## src/sv/xmodem_checksum_receiver_assert.svh

```systemverilog
// Assertion macros shared by the XMODEM checksum receiver RTL.
// Expects a clock named clock and a synchronous active-high reset named reset.
`ifndef XMODEM_CHECKSUM_RECEIVER_ASSERT_SVH
`define XMODEM_CHECKSUM_RECEIVER_ASSERT_SVH

// Same-cycle implication, quiet during reset.
`define XMCR_ASSERT_NOW(name, ante, cons, msg) \
   name: assert property (@(posedge clock) disable iff (reset) (ante) |-> (cons)) \
      else $error(msg);

// Next-cycle implication, quiet during reset.
`define XMCR_ASSERT_NEXT(name, ante, cons, msg) \
   name: assert property (@(posedge clock) disable iff (reset) (ante) |=> (cons)) \
      else $error(msg);

`endif

```

## src/sv/xmcr_pkg.sv

```systemverilog
// Types, protocol bytes and helpers for the XMODEM checksum receiver.
// No dependencies; imported by xmcr_buf, xmodem_checksum_receiver and the bench.
`default_nettype none

package xmcr_pkg;

   localparam logic [7:0] BYTE_SOH = 8'h01;
   localparam logic [7:0] BYTE_EOT = 8'h04;
   localparam logic [7:0] BYTE_ACK = 8'h06;
   localparam logic [7:0] BYTE_NAK = 8'h15;
   localparam logic [7:0] INV_OK   = 8'hFF;

   localparam logic [1:0] MODE_BYTE    = 2'd0;
   localparam logic [1:0] MODE_TICK    = 2'd1;
   localparam logic [1:0] MODE_RESTART = 2'd2;

   localparam logic CSR_PRG_BASE = 1'b0;
   localparam logic CSR_TIMEOUT  = 1'b1;

   localparam logic [1:0] STAT_BUSY     = 2'd0;
   localparam logic [1:0] STAT_OK       = 2'd1;
   localparam logic [1:0] STAT_BADSTART = 2'd2;
   localparam logic [1:0] STAT_TIMEOUT  = 2'd3;

   localparam int RSP_DATA_W = 112;

   typedef enum logic [2:0] {
      PH_WAIT,
      PH_HEADER,
      PH_NUM,
      PH_INV,
      PH_DATA,
      PH_OK,
      PH_BADSTART,
      PH_TIMEOUT
   } phase_type;

   typedef enum logic [1:0] {
      SEQ_IDLE,
      SEQ_READ,
      SEQ_EMIT
   } seq_type;

   // Result payload, send_valid in the lowest bit.
   typedef struct packed {
      logic [3:0]  pad;
      logic [1:0]  status;
      logic [63:0] write_data;
      logic [31:0] write_addr;
      logic        write_valid;
      logic [7:0]  send_byte;
      logic        send_valid;
   } rsp_data_type;

   function automatic logic [1:0] status_of(input phase_type ph);
      logic [1:0] st;
      case (ph)
         PH_OK:       st = STAT_OK;
         PH_BADSTART: st = STAT_BADSTART;
         PH_TIMEOUT:  st = STAT_TIMEOUT;
         default:     st = STAT_BUSY;
      endcase
      return st;
   endfunction

endpackage

`default_nettype wire

```

## src/sv/xmcr_buf.sv

```systemverilog
// Packet data buffer: one 64-bit word per entry, byte-lane writes, registered read.
// Depends on xmcr_pkg.
`default_nettype none

module xmcr_buf #(
   parameter int WORDS  = 16,
   parameter int WORD_W = 4
) (
   input  wire logic              clock,
   input  wire logic              wr_en,
   input  wire logic [WORD_W-1:0] wr_word,
   input  wire logic [2:0]        wr_lane,
   input  wire logic [7:0]        wr_byte,
   input  wire logic              rd_en,
   input  wire logic [WORD_W-1:0] rd_word,
   output logic      [63:0]       rd_data
);
   import xmcr_pkg::*;

   logic [63:0] mem [WORDS];

   always_ff @(posedge clock) begin
      if (wr_en) begin
         mem[wr_word][{wr_lane, 3'b000} +: 8] <= wr_byte;
      end
   end

   always_ff @(posedge clock) begin
      if (rd_en) begin
         rd_data <= mem[rd_word];
      end
   end

endmodule

`default_nettype wire

```

## src/sv/xmodem_checksum_receiver.sv

```systemverilog
// Top level of the XMODEM checksum receiver: protocol state, buffer and result queue.
// Depends on xmcr_pkg, xmcr_buf and xmodem_checksum_receiver_assert.svh.
//
// Usage:
//   req_* carries one item per handshake: tuser = mode (restart, retry tick,
//   received byte), tdata = the received byte. rsp_* returns result items:
//   reply byte to send, a 64-bit memory word write, transfer status, and
//   tlast on the final result of each input item. csr_* writes prg_base
//   (index 0) and timeout_ticks (index 1) with no wait; write only while idle.
// Throughput:
//   An ordinary item gives its single result in the output register in the cycle
//   after acceptance and the next item can be taken in that same cycle, so one
//   item per cycle while the receiver keeps up. A good checksum byte unloads the
//   packet buffer one word per cycle while the receiver keeps up: DATA_BYTES/8
//   (rounded up) results, read in SEQ_READ and then emitted from SEQ_EMIT; the single
//   read port of the buffer memory sets that rate, and no item is taken during the unload.
// Reset:
//   Synchronous. Registers return to prg_base 0, timeout_ticks 10000 and the
//   wait for the first byte. The buffer is not cleared: each packet rewrites
//   every byte before the buffer is read.
// Stalls:
//   When rsp_tready is low the result holds in the output register and
//   req_tready drops until it is taken; nothing is lost or repeated.
`default_nettype none
`include "xmodem_checksum_receiver_assert.svh"

module xmodem_checksum_receiver #(
   parameter int DATA_BYTES = 128
) (
   input  wire logic         clock,
   input  wire logic         reset,
   // input item
   input  wire logic         req_tvalid,
   output logic              req_tready,
   input  wire logic [7:0]   req_tdata,   // [7:0] rx_byte
   input  wire logic [1:0]   req_tuser,   // [1:0] mode
   // result item
   output logic              rsp_tvalid,
   input  wire logic         rsp_tready,
   output logic [111:0]      rsp_tdata,   // [0] send_valid, [8:1] send_byte,
                                          // [9] write_valid, [41:10] write_addr,
                                          // [105:42] write_data, [107:106] status
   output logic              rsp_tlast,
   // register writes
   input  wire logic         csr_we,
   input  wire logic         csr_addr,
   input  wire logic [31:0]  csr_wdata
);
   import xmcr_pkg::*;

   localparam int WORDS  = (DATA_BYTES + 7) / 8;
   localparam int WORD_W = (WORDS > 1) ? $clog2(WORDS) : 1;
   localparam int IDX_W  = $clog2(DATA_BYTES + 1);
   localparam int TAIL   = DATA_BYTES % 8;
   localparam logic [63:0] TAIL_MASK =
      (TAIL == 0) ? {64{1'b1}} : ((64'd1 << (8 * TAIL)) - 64'd1);
   localparam logic [WORD_W-1:0] LAST_WORD = WORD_W'(WORDS - 1);

   // Configuration registers
   logic [31:0] prg_base_ff;
   logic [23:0] timeout_ff;

   // Protocol state
   phase_type        phase_ff, phase_in;
   logic [IDX_W-1:0] idx_ff, idx_in;
   logic [7:0]       num_ff, num_in;
   logic [7:0]       inv_ff, inv_in;
   logic [7:0]       sum_ff, sum_in;
   logic [23:0]      tick_ff, tick_in;

   // Unload sequencer
   seq_type          seq_ff, seq_in;
   logic [WORD_W-1:0] word_ff, word_in;
   logic [31:0]      waddr_ff, waddr_in;

   // Output register
   logic             rsp_valid_ff, rsp_valid_in;
   rsp_data_type     rsp_data_ff, rsp_data_in;
   logic             rsp_last_ff, rsp_last_in;

   logic             req_accept;
   logic             rsp_free;
   logic             good_pkt;
   logic [7:0]       reply;
   logic [23:0]      tick_next;
   logic [31:0]      blk_m1;

   logic             buf_wr_en;
   logic             buf_rd_en;
   logic [WORD_W-1:0] buf_rd_word;
   logic [63:0]      buf_rd_data;
   logic             load_single;
   logic             load_word;
   logic             last_word;

   assign rsp_free   = !rsp_valid_ff || rsp_tready;
   assign req_tready = (seq_ff == SEQ_IDLE) && rsp_free;
   assign req_accept = req_tvalid && req_tready;
   assign rsp_tvalid = rsp_valid_ff;
   assign rsp_tdata  = rsp_data_ff;
   assign rsp_tlast  = rsp_last_ff;
   assign last_word  = (word_ff == LAST_WORD);

   // Block number minus one, as a 32-bit two's complement offset factor.
   assign blk_m1 = {{24{num_ff == 8'd0}}, num_ff - 8'd1};

   always_ff @(posedge clock) begin
      if (reset) begin
         prg_base_ff <= 32'd0;
         timeout_ff  <= 24'd10000;
      end else if (csr_we) begin
         case (csr_addr)
            CSR_PRG_BASE: prg_base_ff <= csr_wdata;
            CSR_TIMEOUT:  timeout_ff  <= csr_wdata[23:0];
            default:      ;
         endcase
      end
   end

   // Protocol: advance the phase on each accepted item.
   always_comb begin
      phase_in  = phase_ff;
      idx_in    = idx_ff;
      num_in    = num_ff;
      inv_in    = inv_ff;
      sum_in    = sum_ff;
      tick_in   = tick_ff;
      tick_next = tick_ff + 24'd1;
      reply     = 8'h00;
      good_pkt  = 1'b0;
      buf_wr_en = 1'b0;
      if (req_accept) begin
         case (req_tuser)
            MODE_RESTART: begin
               phase_in = PH_WAIT;
               tick_in  = 24'd0;
               idx_in   = '0;
               num_in   = 8'd0;
               inv_in   = 8'd0;
               sum_in   = 8'd0;
               if (timeout_ff == 24'd0) begin
                  phase_in = PH_TIMEOUT;
               end else begin
                  reply = BYTE_NAK;
               end
            end
            MODE_TICK: begin
               if (phase_ff == PH_WAIT) begin
                  tick_in = tick_next;
                  if (tick_next >= timeout_ff) begin
                     phase_in = PH_TIMEOUT;
                  end else begin
                     reply = BYTE_NAK;
                  end
               end
            end
            MODE_BYTE: begin
               case (phase_ff)
                  PH_WAIT: begin
                     phase_in = (req_tdata == BYTE_SOH) ? PH_NUM : PH_BADSTART;
                  end
                  PH_HEADER: begin
                     if (req_tdata == BYTE_EOT) begin
                        phase_in = PH_OK;
                        reply    = BYTE_ACK;
                     end else if (req_tdata == BYTE_SOH) begin
                        phase_in = PH_NUM;
                     end else begin
                        phase_in = PH_BADSTART;
                     end
                  end
                  PH_NUM: begin
                     num_in   = req_tdata;
                     phase_in = PH_INV;
                  end
                  PH_INV: begin
                     inv_in   = req_tdata;
                     idx_in   = '0;
                     sum_in   = 8'd0;
                     phase_in = PH_DATA;
                  end
                  PH_DATA: begin
                     if (idx_ff < IDX_W'(DATA_BYTES)) begin
                        buf_wr_en = 1'b1;
                        sum_in    = sum_ff + req_tdata;
                        idx_in    = idx_ff + IDX_W'(1);
                     end else begin
                        // checksum byte
                        phase_in = PH_HEADER;
                        idx_in   = '0;
                        if (((num_ff ^ inv_ff) != INV_OK) || (sum_ff != req_tdata)) begin
                           reply = BYTE_NAK;
                        end else begin
                           good_pkt = 1'b1;
                        end
                     end
                  end
                  default: ;
               endcase
            end
            default: ;
         endcase
      end
   end

   always_ff @(posedge clock) begin
      if (reset) begin
         phase_ff <= PH_WAIT;
         idx_ff   <= '0;
         num_ff   <= 8'd0;
         inv_ff   <= 8'd0;
         sum_ff   <= 8'd0;
         tick_ff  <= 24'd0;
      end else begin
         phase_ff <= phase_in;
         idx_ff   <= idx_in;
         num_ff   <= num_in;
         inv_ff   <= inv_in;
         sum_ff   <= sum_in;
         tick_ff  <= tick_in;
      end
   end

   xmcr_buf #(
      .WORDS  (WORDS),
      .WORD_W (WORD_W)
   ) u_buf (
      .clock   (clock),
      .wr_en   (buf_wr_en),
      .wr_word (idx_ff[WORD_W+2:3]),
      .wr_lane (idx_ff[2:0]),
      .wr_byte (req_tdata),
      .rd_en   (buf_rd_en),
      .rd_word (buf_rd_word),
      .rd_data (buf_rd_data)
   );

   // Unload sequencer: next state
   always_comb begin
      seq_in = seq_ff;
      case (seq_ff)
         SEQ_IDLE: begin
            if (good_pkt) begin
               seq_in = SEQ_READ;
            end
         end
         SEQ_READ: seq_in = SEQ_EMIT;
         SEQ_EMIT: begin
            if (rsp_free && last_word) begin
               seq_in = SEQ_IDLE;
            end
         end
         default: seq_in = SEQ_IDLE;
      endcase
   end

   // Unload sequencer: outputs. Read word 0, then prefetch the next word as
   // each one moves into the output register.
   always_comb begin
      buf_rd_en   = 1'b0;
      buf_rd_word = word_ff;
      load_word   = 1'b0;
      word_in     = word_ff;
      waddr_in    = waddr_ff;
      case (seq_ff)
         SEQ_IDLE: begin
            word_in = '0;
            if (good_pkt) begin
               waddr_in = prg_base_ff + blk_m1 * 32'(DATA_BYTES);
            end
         end
         SEQ_READ: begin
            buf_rd_en = 1'b1;
         end
         SEQ_EMIT: begin
            if (rsp_free) begin
               load_word = 1'b1;
               if (!last_word) begin
                  word_in     = word_ff + WORD_W'(1);
                  buf_rd_word = word_in;
                  buf_rd_en   = 1'b1;
                  waddr_in    = waddr_ff + 32'd8;
               end
            end
         end
         default: ;
      endcase
   end

   always_ff @(posedge clock) begin
      if (reset) begin
         seq_ff  <= SEQ_IDLE;
         word_ff <= '0;
      end else begin
         seq_ff  <= seq_in;
         word_ff <= word_in;
      end
   end

   always_ff @(posedge clock) begin
      waddr_ff <= waddr_in;
   end

   // Output register: single results load on acceptance, words load from the
   // buffer; hold while the receiver stalls.
   assign load_single = req_accept && !good_pkt;

   always_comb begin
      rsp_valid_in = rsp_valid_ff;
      rsp_data_in  = rsp_data_ff;
      rsp_last_in  = rsp_last_ff;
      if (load_single) begin
         rsp_valid_in            = 1'b1;
         rsp_data_in             = '0;
         rsp_data_in.send_valid  = (reply != 8'h00);
         rsp_data_in.send_byte   = reply;
         rsp_data_in.status      = status_of(phase_in);
         rsp_last_in             = 1'b1;
      end else if (load_word) begin
         rsp_valid_in            = 1'b1;
         rsp_data_in             = '0;
         rsp_data_in.send_valid  = last_word;
         rsp_data_in.send_byte   = last_word ? BYTE_ACK : 8'h00;
         rsp_data_in.write_valid = 1'b1;
         rsp_data_in.write_addr  = waddr_ff;
         rsp_data_in.write_data  = last_word ? (buf_rd_data & TAIL_MASK) : buf_rd_data;
         rsp_data_in.status      = status_of(phase_ff);
         rsp_last_in             = last_word;
      end else if (rsp_tready) begin
         rsp_valid_in = 1'b0;
      end
   end

   always_ff @(posedge clock) begin
      if (reset) begin
         rsp_valid_ff <= 1'b0;
      end else begin
         rsp_valid_ff <= rsp_valid_in;
      end
   end

   always_ff @(posedge clock) begin
      rsp_data_ff <= rsp_data_in;
      rsp_last_ff <= rsp_last_in;
   end

   `XMCR_ASSERT_NOW(a_no_write_in_unload, buf_wr_en, seq_ff == SEQ_IDLE, "buffer write during unload")
   `XMCR_ASSERT_NOW(a_word_in_range, seq_ff != SEQ_IDLE, word_ff <= LAST_WORD, "word counter past end")
   `XMCR_ASSERT_NEXT(a_good_starts_unload, req_accept && good_pkt, (seq_ff == SEQ_READ) && (word_ff == '0), "good packet did not start unload")
   `XMCR_ASSERT_NEXT(a_ack_on_last_word, load_word && last_word, rsp_tlast && (rsp_data_ff.send_byte == BYTE_ACK), "last word lacks ACK")

endmodule

`default_nettype wire

```

## config.mk

```make
export PLATFORM = sky130hd
export DESIGN_NAME = xmodem_checksum_receiver
export DESIGN_NICKNAME = d
export VERILOG_FILES = /design/src/sv/xmcr_pkg.sv /design/src/sv/xmcr_buf.sv /design/src/sv/xmodem_checksum_receiver.sv
export VERILOG_INCLUDE_DIRS = /design/src /design/src/sv
export SDC_FILE = /design/constraint.sdc
export NUM_CORES = 2
export LEC_CHECK = 0
export BUFFER_PORTS_ARGS = -buffer_cell sky130_fd_sc_hd__buf_2
export CORE_AREA = 2 2 432 434
export CTS_CLUSTER_SIZE = 30
export DETAILED_ROUTE_END_ITERATION = 12
export DIE_AREA = 0 0 434 436
export GPL_TIMING_DRIVEN = 0
export PLACE_DENSITY = 0.55
export SKIP_LAST_GASP = 1
export SLEW_MARGIN = 40
export SYNTH_ARGS = -nofsm -noshare
export SYNTH_HDL_FRONTEND = slang
export SYNTH_SLANG_ARGS = --single-unit
```

## constraint.sdc

```tcl
create_clock -name clock -period 8.3 [get_ports clock]
set_input_delay 1.66 -clock clock [delete_from_list [all_inputs] [get_ports clock]]
set_output_delay 1.66 -clock clock [all_outputs]
set_load 0.005 [all_outputs]
```

==> flow_metrics.env <==
export IMPL_status="completed"
export IMPL_post_cts_buffers=0
export IMPL_grt_usage_pct=15.7
export IMPL_post_place_ws_ps=2840
export IMPL_post_synth_cell_area_avg_um2=15.1
export IMPL_holdWs_ps=450
export IMPL_timing_slew_headroom_pct=40.5
export IMPL_crit_required_ps=8780
export IMPL_yosysWarnings=0
export IMPL_synth_compound_area_share_pct=5.59
export IMPL_power_total_w=0.0141
export IMPL_num_vias=32200
export IMPL_htreeDepth=4
export IMPL_synth_xor_area_share_pct=1.53
export IMPL_rrSetupSlack_ps=3780
export IMPL_finalMaxSlewViolations=0
export IMPL_cts_root_buf="clkbuf_16"
export IMPL_switchingPower_w=0.00304
export IMPL_grt_pass1_vias=31800
export IMPL_r2r_start="tick_ff[0]$_SDFFE_PP0P_"
export IMPL_synth_top_family_by_area="multiplexers"
export IMPL_finalHoldViolations=0
export IMPL_max_freq_mhz=206
export IMPL_die_w_um=434
export IMPL_clk_pin_slew_worst_paths_ps=60
export IMPL_grt_max_degree=19
export IMPL_worst_ir_drop_vdd_mv=0.220
export IMPL_setup_tns_final_ps=0
export IMPL_ant_nets=0
export IMPL_p_int_w=0.0110
export IMPL_detail_route_iter0_violations=2958
export IMPL_cts_sinks=1346
export IMPL_yosysTopAreaCell="edfxtp_1"
export IMPL_route_detailed_drc=0
export IMPL_min_period_ps=4850
export IMPL_clock_skew_ps=39.8
export IMPL_yosys_top_cells_area="edfxtp_1 62%, mux4_2 10%, dfxtp_1 8.0%, nand2_1 3.7%, a21oi_1 2.1%"
export IMPL_seq_area_frac_synth_pct=69.5
export IMPL_startpoint_type="primary input"
export IMPL_drtPass1Iterations=6
export IMPL_vias_per_cell=4.89
export IMPL_rsz0062_at_grt="false"
export IMPL_r2r_end="rsp_tdata[0]$_DFFE_PP_"
export IMPL_std_cell_rows=158
export IMPL_initial_core_util_pct=29.8
export IMPL_min_path_type="reg -> reg"
export IMPL_wl_per_cell_um=22.9
export IMPL_yosysUniqueCellTypes=77
export IMPL_io_buffers=152
export IMPL_maxCapViolCount=0
export IMPL_p_leak_nw=21.1
export IMPL_numCtsBuffers=141
export IMPL_areaGrowthSynthToFinish_pct=16.9
export IMPL_ff2ff_path_depth=16
export IMPL_switching_share_pct=21.6
export IMPL_p_per_area_nw_per_um2=219
export IMPL_dp_hpwl_um=103000
export IMPL_async_flop_share_pct=0
export IMPL_place_congestion=0.848
export IMPL_core_area_um2=185000
export IMPL_synthAdderAreaFrac_pct=1.57
export IMPL_synth_mux_area_share_pct=10.6
export IMPL_sequentialPowerShare_pct=51.9
export IMPL_dieArea_um2=189000
export IMPL_clock_insertion_delay_worst_skew_ps=780
export IMPL_yosysTopAreaCellShare_pct=61.5
export IMPL_die_y_um=436
export IMPL_ios=163
export IMPL_p_clk_share_pct=45.0
export IMPL_path_class="in -> reg"
export IMPL_synth_main_ff_cell="edfxtp_1"
export IMPL_cts_tree="built"
export IMPL_fin_ws_ps=3450
export IMPL_clk_path_buf_depth=3
export IMPL_wl_um=151000
export IMPL_synth_area_um2=55000
export IMPL_crit_path_start="req_tdata[6]"
export IMPL_worstMarginPinSlew_ps=890
export IMPL_finalCritPeriodShare_pct=58.4
export IMPL_drive_gt1_share_pct=21.2
export IMPL_cp_end_kind="flop"
export IMPL_synthSimpleGateAreaFrac_pct=9.02
export IMPL_p_comb_share_pct=3.1
export IMPL_overflow=0
export IMPL_cp_endpoint="waddr_ff[22]$_DFFE_PP_"
export IMPL_crit_arrival_ps=5320
export IMPL_postCtsHoldBufs=0
export IMPL_critPathMaxFanout=5
export IMPL_nNetsFinal=4086
export IMPL_synth_edff_count=1126
export IMPL_grt_pass1_wl_um=217000
export IMPL_syn_inst=3638
export IMPL_ctsResizeCount=0
export IMPL_setup_viol=0
export IMPL_grt_antenna_before_repair=13
export IMPL_ys_seq_elements=1346
-- critical path, stage by stage --
cell and delay, ps:
buf_2 130, ha_1 350, nor4_1 730, nand4_1 160, or3_1 480, nor3_1 260, nand2_1 110, a2111oi_2 340
buf_2 240, buf_2 200, clkdlybuf4s18_2 280, buf_2 180, buf_2 180
-- synthesized netlist by cell type, types with 34 or more instances --
cell,n
inv_1,50
buf_2,34
nand2_1,540
xor2_1,51
dfxtp_1,220
a211oi_1,72
xnor2_1,43
clkbuf_1,135
a21oi_1,228
nor2_1,218
ha_1,66
mux4_2,256
o21ai_0,53
a31oi_1,72
and2_1,129
nand3_1,60
edfxtp_1,1126
-- power groups by stage --
stage               clock (W)  sequential [W]  combinational [W]
floorplan                   0         0.00744           0.000276
global placement            0         0.00745           0.000415
detailed placement          0         0.00745           0.000430
CTS                   0.00645         0.00731           0.000432
global route          0.00672         0.00731           0.000477
finish                0.00634         0.00731           0.000434
-- kinds of logic (layout without fill, tap and decap cells) --
group	Yosys count	in the layout
other	1	11
AND/OR/NAND/NOR	1098	1098
flip-flops	1346	1346
buffers and inverters	260	704
AO/OA/AOI/OAI	510	510
XOR/XNOR	95	95
adder cells (fa/ha/maj)	68	68
multiplexers	260	260
-- stage by stage --
| step | area, um2 | util (%) | instances |
|---|---|---|---|
| 3_5_place_dp | 59500 | 32.2 | 6306 |
| 3_3_place_gp | 58900 | 31.9 | 6277 |
| 4_1_cts | 64200 | 34.7 | 6568 |
| 5_1_grt | 64200 | 34.8 | 6569 |
| 2_1_floorplan | 55000 | - | 3645 |
| 6_report | 64300 | 34.8 | 6572 |
-- state kept, by name, summed over array words and instances, names as in the netlist, 8 cells and up --
name / flops
idx_ff: 8
rsp_tdata: 103
tick_ff: 24
timeout_ff: 24
waddr_ff: 32
inv_ff: 8
prg_base_ff: 32
num_ff: 8
sum_ff: 8
u_buf.rd_data: 64
u_buf.mem: 1024
-- final cells by class --
| cell class | instances | area [um2] |
|---|---|---|
| fillers | 17800 | 120000 |
| flip-flops and latches | 1346 | 38200 |
| multi-input cells | 2039 | 15900 |
| clock buffers | 196 | 3970 |
| well taps | 2480 | 3100 |
| repair buffers | 182 | 1080 |
| plain buffers | 209 | 1040 |
| clock inverters | 66 | 704 |
| inverters | 51 | 191 |
| diodes | 3 | 7.51 |
-- worst min-delay path by stage --
| stage | cells past startpoint | endpoint | slack [ps] | from |
|---|---|---|---|---|
| 2_1_floorplan | 2 | prg_base_ff[0]$_SDFFE_PP0P_ | 430 | prg_base_ff[0]$_SDFFE_PP0P_ |
| 3_3_place_gp | 2 | rsp_tdata[14]$_SDFFE_PP0P_ | 440 | rsp_tdata[14]$_SDFFE_PP0P_ |
| 3_5_place_dp | 2 | rsp_tdata[104]$_SDFFE_PP0P_ | 440 | rsp_tdata[104]$_SDFFE_PP0P_ |
| 4_1_cts | 2 | rsp_tdata[104]$_SDFFE_PP0P_ | 450 | rsp_tdata[104]$_SDFFE_PP0P_ |
| 5_1_grt | 2 | rsp_tdata[16]$_SDFFE_PP0P_ | 470 | rsp_tdata[16]$_SDFFE_PP0P_ |
| 6_report | 2 | rsp_tdata[14]$_SDFFE_PP0P_ | 450 | rsp_tdata[14]$_SDFFE_PP0P_ |
-- per-layer routing --
metal  vias up  GRT usage, %  wire length [um]
met5         -             0                 7
met4         2          4.91              4380
met3       224          3.06              9720
met2      1004          25.8             73100
met1     16400          20.7             63600
li1      14500             -                 -
-- cells in the final DEF, fill, tap and decap left out, types with 18 or more instances in the layout --
| cell | instances |
|---|---|
| clkinv_2 | 26 |
| a211oi_1 | 72 |
| buf_2 | 196 |
| nor2_2 | 84 |
| buf_4 | 22 |
| buf_6 | 20 |
| nand2_1 | 534 |
| a21o_1 | 18 |
| nand3_1 | 55 |
| clkbuf_1 | 157 |
| xnor2_1 | 43 |
| edfxtp_1 | 1126 |
| nor3_1 | 19 |
| o21ai_0 | 53 |
| ha_1 | 66 |
| a31oi_1 | 72 |
| mux4_2 | 256 |
| inv_1 | 50 |
| clkbuf_16 | 146 |
| dfxtp_1 | 220 |
| and2_1 | 129 |
| nor2_1 | 134 |
| a21oi_1 | 228 |
| xor2_1 | 51 |
(Power assumes the default switching activity.)
